==> src/rtl/ffba_pkg.sv <==
package ffba_pkg;

    localparam int ACTION_W = 2;
    localparam int ADDR_W   = 16;
    localparam int SIZE_W   = 17;

    typedef enum logic [1:0] {
        ACT_ALLOC   = 2'd0,
        ACT_RELEASE = 2'd1,
        ACT_RESIZE  = 2'd2,
        ACT_NONE    = 2'd3
    } action_t;

    typedef enum logic [20:0] {
        ST_IDLE     = 21'h000001,
        ST_FIND_RD  = 21'h000002,
        ST_FIND_CHK = 21'h000004,
        ST_GRANT_RD = 21'h000008,
        ST_GRANT_CK = 21'h000010,
        ST_DISPATCH = 21'h000020,
        ST_RZ_NRD   = 21'h000040,
        ST_RZ_NCHK  = 21'h000080,
        ST_SPLIT    = 21'h000100,
        ST_SPLIT_NX = 21'h000200,
        ST_GROW     = 21'h000400,
        ST_REL_PRD  = 21'h000800,
        ST_REL_PCK  = 21'h001000,
        ST_REL_ABS  = 21'h002000,
        ST_ABS_RD   = 21'h004000,
        ST_ABS_CK   = 21'h008000,
        ST_ABS_FIX  = 21'h010000,
        ST_REL_NX   = 21'h020000,
        ST_TRIM_RD  = 21'h040000,
        ST_TRIM     = 21'h080000,
        ST_OUT      = 21'h100000
    } state_t;

    typedef enum logic [2:0] {
        RET_GRANT,
        RET_RZ_SHRINK,
        RET_RZ_GROW,
        RET_REL1,
        RET_REL2,
        RET_MOVED
    } ret_t;

endpackage

==> src/rtl/first_fit_block_allocator.sv <==
// Channel  | Ports                      | Contents
// s_axis   | s_axis_tvalid/tready/tdata | action[1:0], address[17:2], size[33:18]
// m_axis   | m_axis_tvalid/tready/tdata | result_address[15:0], ok[16], moved[17]
// One item at a time; a request walks the address-ordered block chain in the
// table memory, reading and then checking each entry; a resize that moves
// walks it once to find the block and again to find a new place for it.
// Reset clears the slot map, chain head and heap top; the table needs no clear.
// The result is held in an output register until taken; the next item is
// accepted once that result has been taken.
module first_fit_block_allocator
    import ffba_pkg::*;
#(
    parameter int HEADER_BYTES = 20,
    parameter int HEAP_BYTES   = 65536,
    parameter int MAX_BLOCKS   = 64
)(
    input  logic        clk,
    input  logic        rst_n,
    input  logic        s_axis_tvalid,
    output logic        s_axis_tready,
    input  logic [39:0] s_axis_tdata,   // action, address, size, zero fill
    output logic        m_axis_tvalid,
    input  logic        m_axis_tready,
    output logic [23:0] m_axis_tdata    // result_address, ok, moved, zero fill
);

    localparam int IW = $clog2(MAX_BLOCKS);
    localparam int NW = $clog2(MAX_BLOCKS + 1);
    localparam logic [NW-1:0] NIL = NW'(MAX_BLOCKS);
    localparam logic [SIZE_W-1:0] HDR = SIZE_W'(HEADER_BYTES);
    localparam logic [SIZE_W-1:0] MINSPLIT = SIZE_W'(HEADER_BYTES + 4);
    localparam logic [SIZE_W:0] HEAP_LIM = (SIZE_W+1)'(HEAP_BYTES);

    typedef struct packed {
        logic [ADDR_W-1:0] start;
        logic [SIZE_W-1:0] size;
        logic              free;
        logic [NW-1:0]     next;
        logic [NW-1:0]     prev;
    } ent_t;

    ent_t mem [MAX_BLOCKS];
    ent_t rd_q;
    logic [IW-1:0] rd_addr;
    logic          wr_en;
    logic [IW-1:0] wr_addr;
    ent_t          wr_data;

    always_ff @(posedge clk)
    begin
        if (wr_en)
        begin
            mem[wr_addr] <= wr_data;
        end
        rd_q <= mem[rd_addr];
    end

    state_t state_reg, state_next;
    ret_t ret_reg, ret_next;
    logic [MAX_BLOCKS-1:0] used_reg, used_next;
    logic [NW-1:0] head_reg, head_next;
    logic [SIZE_W-1:0] top_reg, top_next;
    action_t act_reg, act_next;
    logic [ADDR_W-1:0] addr_reg, addr_next;
    logic [SIZE_W-1:0] s_reg, s_next;
    logic [NW-1:0] cur_reg, cur_next, last_reg, last_next;
    logic [NW:0] steps_reg, steps_next;
    ent_t b_reg, b_next, n_reg, n_next;
    logic [NW-1:0] bi_reg, bi_next, ni_reg, ni_next;
    logic [NW-1:0] oldi_reg, oldi_next;
    ent_t old_reg, old_next;
    logic [NW-1:0] fix_reg, fix_next;
    logic [ADDR_W-1:0] res_reg, res_next;
    logic ok_reg, ok_next, mv_reg, mv_next, ov_reg, ov_next;

    logic [NW-1:0] free_slot;
    logic          slot_avail;

    always_comb
    begin
        free_slot = NIL;
        for (int i = MAX_BLOCKS - 1; i >= 0; i--)
        begin
            if (!used_reg[i])
            begin
                free_slot = NW'(i);
            end
        end
        slot_avail = (free_slot != NIL);
    end

    assign s_axis_tready = (state_reg == ST_IDLE) && !ov_reg;
    assign m_axis_tvalid = ov_reg;
    assign m_axis_tdata = {6'd0, mv_reg, ok_reg, res_reg};

    always_comb
    begin
        logic [SIZE_W:0] sum;
        logic [SIZE_W-1:0] rs;
        state_next = state_reg;
        ret_next = ret_reg;
        used_next = used_reg;
        head_next = head_reg;
        top_next = top_reg;
        act_next = act_reg;
        addr_next = addr_reg;
        s_next = s_reg;
        cur_next = cur_reg;
        last_next = last_reg;
        steps_next = steps_reg;
        b_next = b_reg;
        n_next = n_reg;
        bi_next = bi_reg;
        ni_next = ni_reg;
        oldi_next = oldi_reg;
        old_next = old_reg;
        fix_next = fix_reg;
        res_next = res_reg;
        ok_next = ok_reg;
        mv_next = mv_reg;
        ov_next = ov_reg;
        rd_addr = cur_reg[IW-1:0];
        wr_en = 1'b0;
        wr_addr = bi_reg[IW-1:0];
        wr_data = b_reg;
        sum = '0;
        rs = '0;
        if (ov_reg && m_axis_tready)
        begin
            ov_next = 1'b0;
        end
        case (state_reg)
            ST_IDLE:
            begin
                if (s_axis_tvalid && s_axis_tready)
                begin
                    act_next = action_t'(s_axis_tdata[1:0]);
                    addr_next = s_axis_tdata[17:2];
                    rs = {1'b0, s_axis_tdata[33:18]} + SIZE_W'(3);
                    s_next = {rs[SIZE_W-1:2], 2'b00};
                    res_next = '0;
                    ok_next = 1'b0;
                    mv_next = 1'b0;
                    cur_next = head_reg;
                    last_next = NIL;
                    steps_next = '0;
                    case (action_t'(s_axis_tdata[1:0]))
                        ACT_ALLOC:
                        begin
                            ret_next = RET_GRANT;
                            state_next = ST_GRANT_RD;
                        end
                        ACT_RELEASE, ACT_RESIZE:
                        begin
                            if (s_axis_tdata[17:2] == '0)
                            begin
                                if (action_t'(s_axis_tdata[1:0]) == ACT_RESIZE)
                                begin
                                    ret_next = RET_GRANT;
                                    state_next = ST_GRANT_RD;
                                end
                                else
                                begin
                                    state_next = ST_OUT;
                                end
                            end
                            else
                            begin
                                state_next = ST_FIND_RD;
                            end
                        end
                        default:
                        begin
                            state_next = ST_OUT;
                        end
                    endcase
                end
            end
            ST_FIND_RD:
            begin
                if (cur_reg >= NIL || steps_reg >= (NW+1)'(MAX_BLOCKS))
                begin
                    state_next = ST_OUT;
                end
                else
                begin
                    rd_addr = cur_reg[IW-1:0];
                    state_next = ST_FIND_CHK;
                end
            end
            ST_FIND_CHK:
            begin
                if ({1'b0, rd_q.start} + HDR == {1'b0, addr_reg})
                begin
                    if (rd_q.free)
                    begin
                        state_next = ST_OUT;
                    end
                    else
                    begin
                        b_next = rd_q;
                        bi_next = cur_reg;
                        oldi_next = cur_reg;
                        old_next = rd_q;
                        state_next = ST_DISPATCH;
                    end
                end
                else
                begin
                    cur_next = rd_q.next;
                    steps_next = steps_reg + 1'b1;
                    state_next = ST_FIND_RD;
                end
            end
            ST_DISPATCH:
            begin
                if (act_reg == ACT_RELEASE)
                begin
                    ok_next = 1'b1;
                    ret_next = RET_REL1;
                    b_next.free = 1'b1;
                    state_next = ST_REL_PRD;
                end
                else if (b_reg.size >= s_reg)
                begin
                    res_next = addr_reg;
                    ok_next = 1'b1;
                    ret_next = RET_RZ_SHRINK;
                    state_next = ST_SPLIT;
                end
                else if (b_reg.next < NIL)
                begin
                    cur_next = b_reg.next;
                    state_next = ST_RZ_NRD;
                end
                else
                begin
                    cur_next = head_reg;
                    last_next = NIL;
                    steps_next = '0;
                    ret_next = RET_MOVED;
                    state_next = ST_GRANT_RD;
                end
            end
            ST_RZ_NRD:
            begin
                rd_addr = cur_reg[IW-1:0];
                state_next = ST_RZ_NCHK;
            end
            ST_RZ_NCHK:
            begin
                sum = {1'b0, b_reg.size} + {1'b0, HDR} + {1'b0, rd_q.size};
                if (rd_q.free && sum >= {1'b0, s_reg})
                begin
                    used_next[cur_reg[IW-1:0]] = 1'b0;
                    b_next.size = sum[SIZE_W-1:0];
                    b_next.next = rd_q.next;
                    fix_next = rd_q.next;
                    res_next = addr_reg;
                    ok_next = 1'b1;
                    ret_next = RET_RZ_GROW;
                    state_next = ST_ABS_FIX;
                end
                else
                begin
                    cur_next = head_reg;
                    last_next = NIL;
                    steps_next = '0;
                    ret_next = RET_MOVED;
                    state_next = ST_GRANT_RD;
                end
            end
            ST_GRANT_RD:
            begin
                if (cur_reg >= NIL || steps_reg >= (NW+1)'(MAX_BLOCKS))
                begin
                    state_next = ST_GROW;
                end
                else
                begin
                    rd_addr = cur_reg[IW-1:0];
                    state_next = ST_GRANT_CK;
                end
            end
            ST_GRANT_CK:
            begin
                if (rd_q.free && rd_q.size >= s_reg)
                begin
                    b_next = rd_q;
                    b_next.free = 1'b0;
                    bi_next = cur_reg;
                    res_next = rd_q.start + ADDR_W'(HEADER_BYTES);
                    ok_next = 1'b1;
                    state_next = ST_SPLIT;
                end
                else
                begin
                    last_next = cur_reg;
                    cur_next = rd_q.next;
                    steps_next = steps_reg + 1'b1;
                    state_next = ST_GRANT_RD;
                end
            end
            ST_GROW:
            begin
                sum = {1'b0, top_reg} + {1'b0, HDR} + {1'b0, s_reg};
                if (sum > HEAP_LIM || ({1'b0, top_reg} + {1'b0, HDR}) > (SIZE_W+1)'(16'hFFFF)
                    || !slot_avail)
                begin
                    state_next = (ret_reg == RET_MOVED) ? ST_IDLE : ST_OUT;
                    if (ret_reg == RET_MOVED)
                    begin
                        state_next = ST_OUT;
                    end
                end
                else
                begin
                    used_next[free_slot[IW-1:0]] = 1'b1;
                    wr_en = 1'b1;
                    wr_addr = free_slot[IW-1:0];
                    wr_data.start = top_reg[ADDR_W-1:0];
                    wr_data.size = s_reg;
                    wr_data.free = 1'b0;
                    wr_data.next = NIL;
                    wr_data.prev = last_reg;
                    if (last_reg >= NIL)
                    begin
                        head_next = free_slot;
                    end
                    top_next = sum[SIZE_W-1:0];
                    res_next = top_reg[ADDR_W-1:0] + ADDR_W'(HEADER_BYTES);
                    ok_next = 1'b1;
                    if (last_reg < NIL)
                    begin
                        cur_next = last_reg;
                        fix_next = free_slot;
                        state_next = ST_SPLIT_NX;
                        b_next.free = 1'b1;
                    end
                    else
                    begin
                        state_next = (ret_reg == RET_MOVED) ? ST_REL_PRD : ST_OUT;
                    end
                    if (ret_reg == RET_MOVED && last_reg >= NIL)
                    begin
                        mv_next = 1'b1;
                        b_next = old_reg;
                        b_next.free = 1'b1;
                        bi_next = oldi_reg;
                        ret_next = RET_REL1;
                    end
                end
            end
            ST_SPLIT:
            begin
                // write b (possibly split) and set up the new remainder entry
                wr_en = 1'b1;
                wr_addr = bi_reg[IW-1:0];
                wr_data = b_reg;
                if (b_reg.size - s_reg >= MINSPLIT && slot_avail)
                begin
                    used_next[free_slot[IW-1:0]] = 1'b1;
                    n_next.start = b_reg.start + ADDR_W'(HEADER_BYTES) + s_reg[ADDR_W-1:0];
                    n_next.size = b_reg.size - s_reg - HDR;
                    n_next.free = 1'b1;
                    n_next.next = b_reg.next;
                    n_next.prev = bi_reg;
                    ni_next = free_slot;
                    wr_data.size = s_reg;
                    wr_data.next = free_slot;
                    b_next.size = s_reg;
                    b_next.next = free_slot;
                    cur_next = '0;
                    state_next = ST_SPLIT_NX;
                    fix_next = NIL;
                end
                else
                begin
                    state_next = (ret_reg == RET_MOVED) ? ST_REL_PRD : ST_OUT;
                    if (ret_reg == RET_MOVED)
                    begin
                        mv_next = 1'b1;
                        b_next = old_reg;
                        b_next.free = 1'b1;
                        bi_next = oldi_reg;
                        ret_next = RET_REL1;
                    end
                end
            end
            ST_SPLIT_NX:
            begin
                // fix_reg == NIL: write remainder then fix successor prev
                // fix_reg != NIL: patch next pointer of last_reg after growth
                if (fix_reg != NIL)
                begin
                    rd_addr = last_reg[IW-1:0];
                    state_next = ST_TRIM_RD;
                    cur_next = NIL;
                end
                else
                begin
                    wr_en = 1'b1;
                    wr_addr = ni_reg[IW-1:0];
                    wr_data = n_reg;
                    if (n_reg.next < NIL)
                    begin
                        fix_next = n_reg.next;
                        bi_next = ni_reg;
                        rd_addr = n_reg.next[IW-1:0];
                        cur_next = n_reg.next;
                        state_next = ST_REL_NX;
                        b_next.free = 1'b0;
                        steps_next = '0;
                    end
                    else
                    begin
                        state_next = (ret_reg == RET_MOVED) ? ST_REL_PRD : ST_OUT;
                        if (ret_reg == RET_MOVED)
                        begin
                            mv_next = 1'b1;
                            b_next = old_reg;
                            b_next.free = 1'b1;
                            bi_next = oldi_reg;
                            ret_next = RET_REL1;
                        end
                    end
                end
            end
            ST_REL_NX:
            begin
                // read-modify-write: set prev of entry cur_reg to bi_reg
                wr_en = 1'b1;
                wr_addr = cur_reg[IW-1:0];
                wr_data = rd_q;
                wr_data.prev = bi_reg;
                if (ret_reg == RET_RZ_GROW)
                begin
                    ret_next = RET_RZ_SHRINK;
                    state_next = ST_SPLIT;
                end
                else if (steps_reg == '0)
                begin
                    state_next = (ret_reg == RET_MOVED) ? ST_REL_PRD : ST_OUT;
                    if (ret_reg == RET_MOVED)
                    begin
                        mv_next = 1'b1;
                        b_next = old_reg;
                        b_next.free = 1'b1;
                        bi_next = oldi_reg;
                        ret_next = RET_REL1;
                    end
                end
                else
                begin
                    state_next = ST_OUT;
                end
            end
            ST_TRIM_RD:
            begin
                if (cur_reg == NIL)
                begin
                    // after growth: patch last's next
                    wr_en = 1'b1;
                    wr_addr = last_reg[IW-1:0];
                    wr_data = rd_q;
                    wr_data.next = fix_reg;
                    state_next = (ret_reg == RET_MOVED) ? ST_REL_PRD : ST_OUT;
                    if (ret_reg == RET_MOVED)
                    begin
                        mv_next = 1'b1;
                        b_next = old_reg;
                        b_next.free = 1'b1;
                        bi_next = oldi_reg;
                        ret_next = RET_REL1;
                    end
                end
                else
                begin
                    // release trim: clear next of prev
                    wr_en = 1'b1;
                    wr_addr = cur_reg[IW-1:0];
                    wr_data = rd_q;
                    wr_data.next = NIL;
                    state_next = ST_OUT;
                end
            end
            ST_REL_PRD:
            begin
                // b_reg holds the block being released (free set), re-read it
                // since growth or split may have rewritten its links
                rd_addr = bi_reg[IW-1:0];
                state_next = ST_REL_PCK;
                steps_next = '0;
            end
            ST_REL_PCK:
            begin
                if (steps_reg == '0)
                begin
                    b_next = rd_q;
                    b_next.free = 1'b1;
                    if (rd_q.prev < NIL)
                    begin
                        rd_addr = rd_q.prev[IW-1:0];
                        steps_next = (NW+1)'(1);
                    end
                    else
                    begin
                        state_next = ST_REL_ABS;
                    end
                end
                else
                begin
                    if (rd_q.free)
                    begin
                        // merge b into prev
                        wr_en = 1'b1;
                        wr_addr = bi_reg[IW-1:0];
                        wr_data = b_reg;
                        n_next = b_reg;
                        ni_next = bi_reg;
                        bi_next = b_reg.prev;
                        b_next = rd_q;
                        b_next.size = rd_q.size + HDR + b_reg.size;
                        b_next.next = b_reg.next;
                        used_next[bi_reg[IW-1:0]] = 1'b0;
                        if (b_reg.next < NIL)
                        begin
                            cur_next = b_reg.next;
                            fix_next = b_reg.next;
                            ret_next = RET_REL2;
                            state_next = ST_ABS_FIX;
                        end
                        else
                        begin
                            state_next = ST_REL_ABS;
                        end
                    end
                    else
                    begin
                        state_next = ST_REL_ABS;
                    end
                end
            end
            ST_REL_ABS:
            begin
                wr_en = 1'b1;
                wr_addr = bi_reg[IW-1:0];
                wr_data = b_reg;
                if (b_reg.next < NIL)
                begin
                    cur_next = b_reg.next;
                    state_next = ST_ABS_RD;
                end
                else
                begin
                    top_next = {1'b0, b_reg.start};
                    used_next[bi_reg[IW-1:0]] = 1'b0;
                    if (b_reg.prev < NIL)
                    begin
                        cur_next = b_reg.prev;
                        state_next = ST_TRIM;
                    end
                    else
                    begin
                        head_next = NIL;
                        state_next = ST_OUT;
                    end
                end
            end
            ST_TRIM:
            begin
                rd_addr = cur_reg[IW-1:0];
                state_next = ST_TRIM_RD;
            end
            ST_ABS_RD:
            begin
                rd_addr = cur_reg[IW-1:0];
                state_next = ST_ABS_CK;
            end
            ST_ABS_CK:
            begin
                if (rd_q.free)
                begin
                    used_next[cur_reg[IW-1:0]] = 1'b0;
                    b_next.size = b_reg.size + HDR + rd_q.size;
                    b_next.next = rd_q.next;
                    fix_next = rd_q.next;
                    ret_next = RET_REL1;
                    state_next = ST_ABS_FIX;
                end
                else
                begin
                    // point the successor back at the surviving block
                    wr_en = 1'b1;
                    wr_addr = cur_reg[IW-1:0];
                    wr_data = rd_q;
                    wr_data.prev = bi_reg;
                    state_next = ST_OUT;
                end
            end
            ST_ABS_FIX:
            begin
                wr_en = 1'b1;
                wr_addr = bi_reg[IW-1:0];
                wr_data = b_reg;
                if (ret_reg == RET_REL2)
                begin
                    // prev merge done; now absorb b's old successor if free
                    state_next = ST_ABS_RD;
                    cur_next = b_reg.next;
                    ret_next = RET_REL1;
                    // successor's prev still points at merged slot; patched below
                    if (b_reg.next < NIL)
                    begin
                        state_next = ST_ABS_RD;
                    end
                end
                else if (fix_reg < NIL)
                begin
                    cur_next = fix_reg;
                    rd_addr = fix_reg[IW-1:0];
                    steps_next = (ret_reg == RET_RZ_GROW) ? (NW+1)'(0) : (NW+1)'(1);
                    state_next = ST_REL_NX;
                end
                else
                begin
                    state_next = (ret_reg == RET_RZ_GROW) ? ST_SPLIT : ST_OUT;
                    ret_next = (ret_reg == RET_RZ_GROW) ? RET_RZ_SHRINK : ret_reg;
                end
            end
            ST_OUT:
            begin
                if (!ov_reg)
                begin
                    ov_next = 1'b1;
                    state_next = ST_IDLE;
                end
            end
            default:
            begin
                state_next = ST_IDLE;
            end
        endcase
    end

    always_ff @(posedge clk or negedge rst_n)
    begin
        if (!rst_n)
        begin
            state_reg <= ST_IDLE;
            used_reg <= '0;
            head_reg <= NIL;
            top_reg <= '0;
            ov_reg <= 1'b0;
        end
        else
        begin
            state_reg <= state_next;
            used_reg <= used_next;
            head_reg <= head_next;
            top_reg <= top_next;
            ov_reg <= ov_next;
        end
    end

    always_ff @(posedge clk)
    begin
        ret_reg <= ret_next;
        act_reg <= act_next;
        addr_reg <= addr_next;
        s_reg <= s_next;
        cur_reg <= cur_next;
        last_reg <= last_next;
        steps_reg <= steps_next;
        b_reg <= b_next;
        n_reg <= n_next;
        bi_reg <= bi_next;
        ni_reg <= ni_next;
        oldi_reg <= oldi_next;
        old_reg <= old_next;
        fix_reg <= fix_next;
        res_reg <= res_next;
        ok_reg <= ok_next;
        mv_reg <= mv_next;
    end

endmodule

==> config.mk <==
export PLATFORM = sky130hd
export DESIGN_NAME = first_fit_block_allocator
export DESIGN_NICKNAME = d
export VERILOG_FILES = /design/src/rtl/ffba_pkg.sv /design/src/rtl/first_fit_block_allocator.sv
export SDC_FILE = /design/constraint.sdc
export NUM_CORES = 2
export LEC_CHECK = 0
export BUFFER_PORTS_ARGS = -buffer_cell sky130_fd_sc_hd__buf_2
export CORE_ASPECT_RATIO = 0.8
export CORE_UTILIZATION = 35
export CTS_BUF_LIST = sky130_fd_sc_hd__clkbuf_8
export DETAILED_ROUTE_END_ITERATION = 6
export MAX_ROUTING_LAYER = met4
export SLEW_MARGIN = 20
export SYNTH_ARGS = -nofsm -noshare
export SYNTH_HDL_FRONTEND = slang
export SYNTH_SLANG_ARGS = --single-unit
==> constraint.sdc <==
create_clock -name clk -period 22.6 [get_ports clk]
set_input_delay 6.78 -clock clk [delete_from_list [all_inputs] [get_ports clk]]
set_output_delay 6.78 -clock clk [all_outputs]
set_load 0.01 [all_outputs]
==> summary.md <==
| Metric | Value |
|---|---|
| Status | finished with violations |
| Sw frac | 35.69% |
| Max reg flops | 3072 |
| Crit-path slowest cell | nor4_1 |
| 1st-pass router iterations | 7 |
| Fin. max-slew vios | 0 |
| Total Wirelength | 462900 um |
| DR vias | 91310 |
| CTS clock-pin slew for the worst setup and hold paths | 0.05 ns |
| Leak Pwr | 0.05724 uW |
| H-tree depth | 6 |
| Relative slew slack | 19.00% |
| Post-route cell area | 161900 um2 |
| Comb power frac | 30.4% |
| Setup Buffers After CTS | 0 |
| Vias/cell | 5.761 |
| # port buffers | 57 |
| Starting Density | 35.15% |
| Yosys reg bits | 3477 |
| Failing checks | design-rule violations |
| Setup TNS | 0 ns |
| Layout cells sized above 1 | 11.95% |
| Tightest Pin Transition | 1.215 ns |
| Crit path max fanout | 12 |
| CP Cell Sequence | nor4_1 -> nand3_1 -> nor4_1 -> nand4b_1 -> nor2_1 -> buf_2 |
| CP endpoint kind | output pin |
| Die height | 575.1 um |
| Largest net degree at the start of global routing | 165 |
| Core ar. | 408800 um2 |
| End point of the critical path | s_axis_tready |
| FF-to-FF End | rd_q[40]$_DFF_P_ |
| Dpl cells | 14850 |
| Cell mode on critical path | nor4_1 |
| Worst flop-to-flop path startpoint | state_reg[17]$_DFFE_PN0P_ |
| Post-synth top area cell | edfxtp_1 |
| Unrepaired setup endpoints after global routing | false |
| WL/cell | 29.21 um |
| Root buffer cell | clkbuf_8 |
| TritonCTS clock tree | built |
| Worst-Skew Late Latency | 1.20 ns |
| Cell variety after synth | 97 |
| Worst path max stage delay | 0.82 ns |
| Flop pwr share | 41.8% |
| CP startpoint | state_reg[17]$_DFFE_PN0P_ |
| # setup viols final | 0 |
| Clock buffer count from CTS | 545 |
| DRT iter0 DRCs | 12650 |
| Tightest Hold Check Type | flip-flop to flip-flop |
| Placed cell areas | 151700 um2 |
| Max-Cap Viols | 0 |
| Crit start category | flip-flop |
| Longest Clk Path Bufs | 4 |
| Antenna violations before repair | 37 |
| Area contributors post-synth | edfxtp_1 69%, mux2i_1 8.6%, nand2_1 2.7% |
| Worst vdd rail ir drop | 103.7 uV |
| Post-cts hold buffer count | 0 |
| Final min period | 11.28 ns |
| Die area | 413100 um2 |
| R2r worst-path depth | 15 |
| Post-CTS sizing | 0 |
| Async S/R FF share, synth | 3.164% |
| Final Hold Fails | 0 |
| Worst Path Arrival | 4.50 ns |
| Row count | 210 |
| Grt total ovfl | 0 |
| Top Ports | 70 |
| Number of global-route vias before repair | 87240 |
| Synthesized area | 143700 um2 |
| Layout Nets | 10170 |
| Die W | 718.4 um |
| Ys flop type | edfxtp_1 |
| Sequential share of the synthesized area | 71.95% |
| Cells after Synth | 9647 |
| Fin Clk Skew | 0.06980 ns |
| Global-route wire length before repair | 647200 um |
| Final Cycle Share | 49.92% |
| Design internal power | 11600 uW |
| Mean Syn Cell Area | 14.89 um2 |
| Fmax | 0.08864 GHz |
| Post-Layout Cell Count | 15850 |
| DRC | 41 |
| Post-synth EDFFs | 3319 |
| Reg2Reg Setup Slack | 13.98 ns |
| Sink Count | 3477 |
| Psw | 6435 uW |
| DRT antenna net count | 0 |
| Area Overhead vs Synth | 12.66% |
| HPWL after DPL | 267200 um |
| Setup CP Type | flip-flop to output pin |
| Worst endpoint required time | 15.82 ns |
| Placer Congestion | 0.9402 |
| Total GRT Usage | 22.16% |
| Synth top area share | 69.36% |
| Power per Cell Area | 111.4 nW/um2 |
| Clk pwr share | 27.9% |
| Synth warn | 0 |
-- kinds of logic (layout without fill, tap and decap cells) --
family / Yosys count / after routing / synth area share, %
compound gates: 1872 / 1872 / 8.555
xor+xnor: 124 / 124 / 0.7558
fa+ha+maj: 133 / 133 / 1.179
buf+inv: 656 / 1413 / 1.883
flops: 3477 / 3477 / 71.95
mux: 1240 / 1240 / 8.643
other cells: 1 / 39 / 0.002610
simple gates: 2144 / 2144 / 7.032
-- Yosys cell counts (68+ instances only) --
| master | n |
|---|---|
| edfxtp_1 | 3319 |
| mux2i_1 | 1234 |
| nand2_1 | 1027 |
| o22ai_1 | 586 |
| a21oi_1 | 408 |
| clkbuf_1 | 359 |
| nor2_1 | 262 |
| o21ai_0 | 238 |
| nor4_1 | 224 |
| nand3_1 | 175 |
| buf_2 | 143 |
| ha_1 | 129 |
| dfrtp_1 | 108 |
| inv_1 | 100 |
| nand4_1 | 96 |
| nor3_1 | 84 |
| xnor2_1 | 84 |
| a222oi_1 | 83 |
| a211oi_1 | 69 |
| a31oi_1 | 68 |
-- worst max-delay path, delay by kind of cell, from the launching register on --
family,cells,cell delay [ns]
buf+inv,1,0.16
flops,1,0.46
simple gates,5,2.70
-- final cells by class --
| class | count | area (um2) |
|---|---|---|
| fill | 37310 | 247000 |
| sequential | 3477 | 103400 |
| multi-input combinational | 5519 | 38670 |
| clock buffer | 582 | 8010 |
| tap | 5406 | 6764 |
| timing repair buffer | 350 | 2604 |
| clock inverter | 381 | 1997 |
| inverter | 100 | 375.4 |
| antenna | 33 | 82.58 |
-- metal layers --
| metal | wire, um | vias up | GRT usage, % | part of all wire (%) |
|---|---|---|---|---|
| li1 | - | 38720 | - | - |
| met1 | 203400 | 46860 | 31.76 | 44 |
| met2 | 197700 | 4969 | 31.59 | 43 |
| met3 | 48070 | 754 | 4.795 | 10 |
| met4 | 13720 | 0 | 6.475 | 3.0 |
| met5 | 0 | - | - | 0 |
-- how the worst min path moves through the flow --
stage / cells after the start / startpoint / endpoint / slack [ns]
2_1_floorplan: 0 / rd_q[36]$_DFF_P_ / old_reg[36]$_DFFE_PP_ / 0.41
3_3_place_gp: 1 / head_reg[2]$_DFFE_PN0P_ / head_reg[2]$_DFFE_PN0P_ / 0.48
3_5_place_dp: 0 / b_reg[32]$_DFFE_PP_ / n_reg[32]$_DFFE_PP_ / 0.48
4_1_cts: 0 / b_reg[32]$_DFFE_PP_ / n_reg[32]$_DFFE_PP_ / 0.49
5_1_grt: 0 / b_reg[32]$_DFFE_PP_ / n_reg[32]$_DFFE_PP_ / 0.51
6_report: 0 / b_reg[32]$_DFFE_PP_ / n_reg[32]$_DFFE_PP_ / 0.49
-- power by group through the flow --
stage / Clock (uW) / Combinational (uW) / Sequential (uW)
after global placement: 0 / 5360 / 7650
after CTS: 5110 / 5440 / 7520
after detailed placement: 0 / 5420 / 7650
after floorplan: 0 / 3510 / 7500
final: 5020 / 5480 / 7530
after global routing: 5380 / 5780 / 7530
-- placed cells by master (no fill, tap or decap), drive strengths merged, types with 86 or more instances in the layout --
master  synthesis  routed
ha            129     129
buf           197     350
nor4          228     228
dfrtp         108     108
mux2i        1234    1234
o21ai         243     243
nor3           86      86
clkbuf        359     582
nor2          270     270
nand4          97      97
nand3         177     177
nand2        1027    1027
edfxtp       3319    3319
o22ai         586     586
clkinv          0     143
a21oi         410     410
inv           100     313
-- metrics by stage --
step / util [%] / total power, uW / hold WS (ns) / setup WS (ns)
finish: 39.60 / 18030 / 0.4871 / 11.32
global route: 39.59 / 18700 / 0.5122 / 11.11
CTS: 39.56 / 18070 / 0.4943 / 11.30
detailed placement: 37.11 / 13070 / 0.4798 / 12.62
global placement: 37.10 / 13010 / 0.4776 / 12.63
floorplan: - / 11010 / 0.4064 / 11.75
No activity file was read; power rests on OpenSTA's default activity.
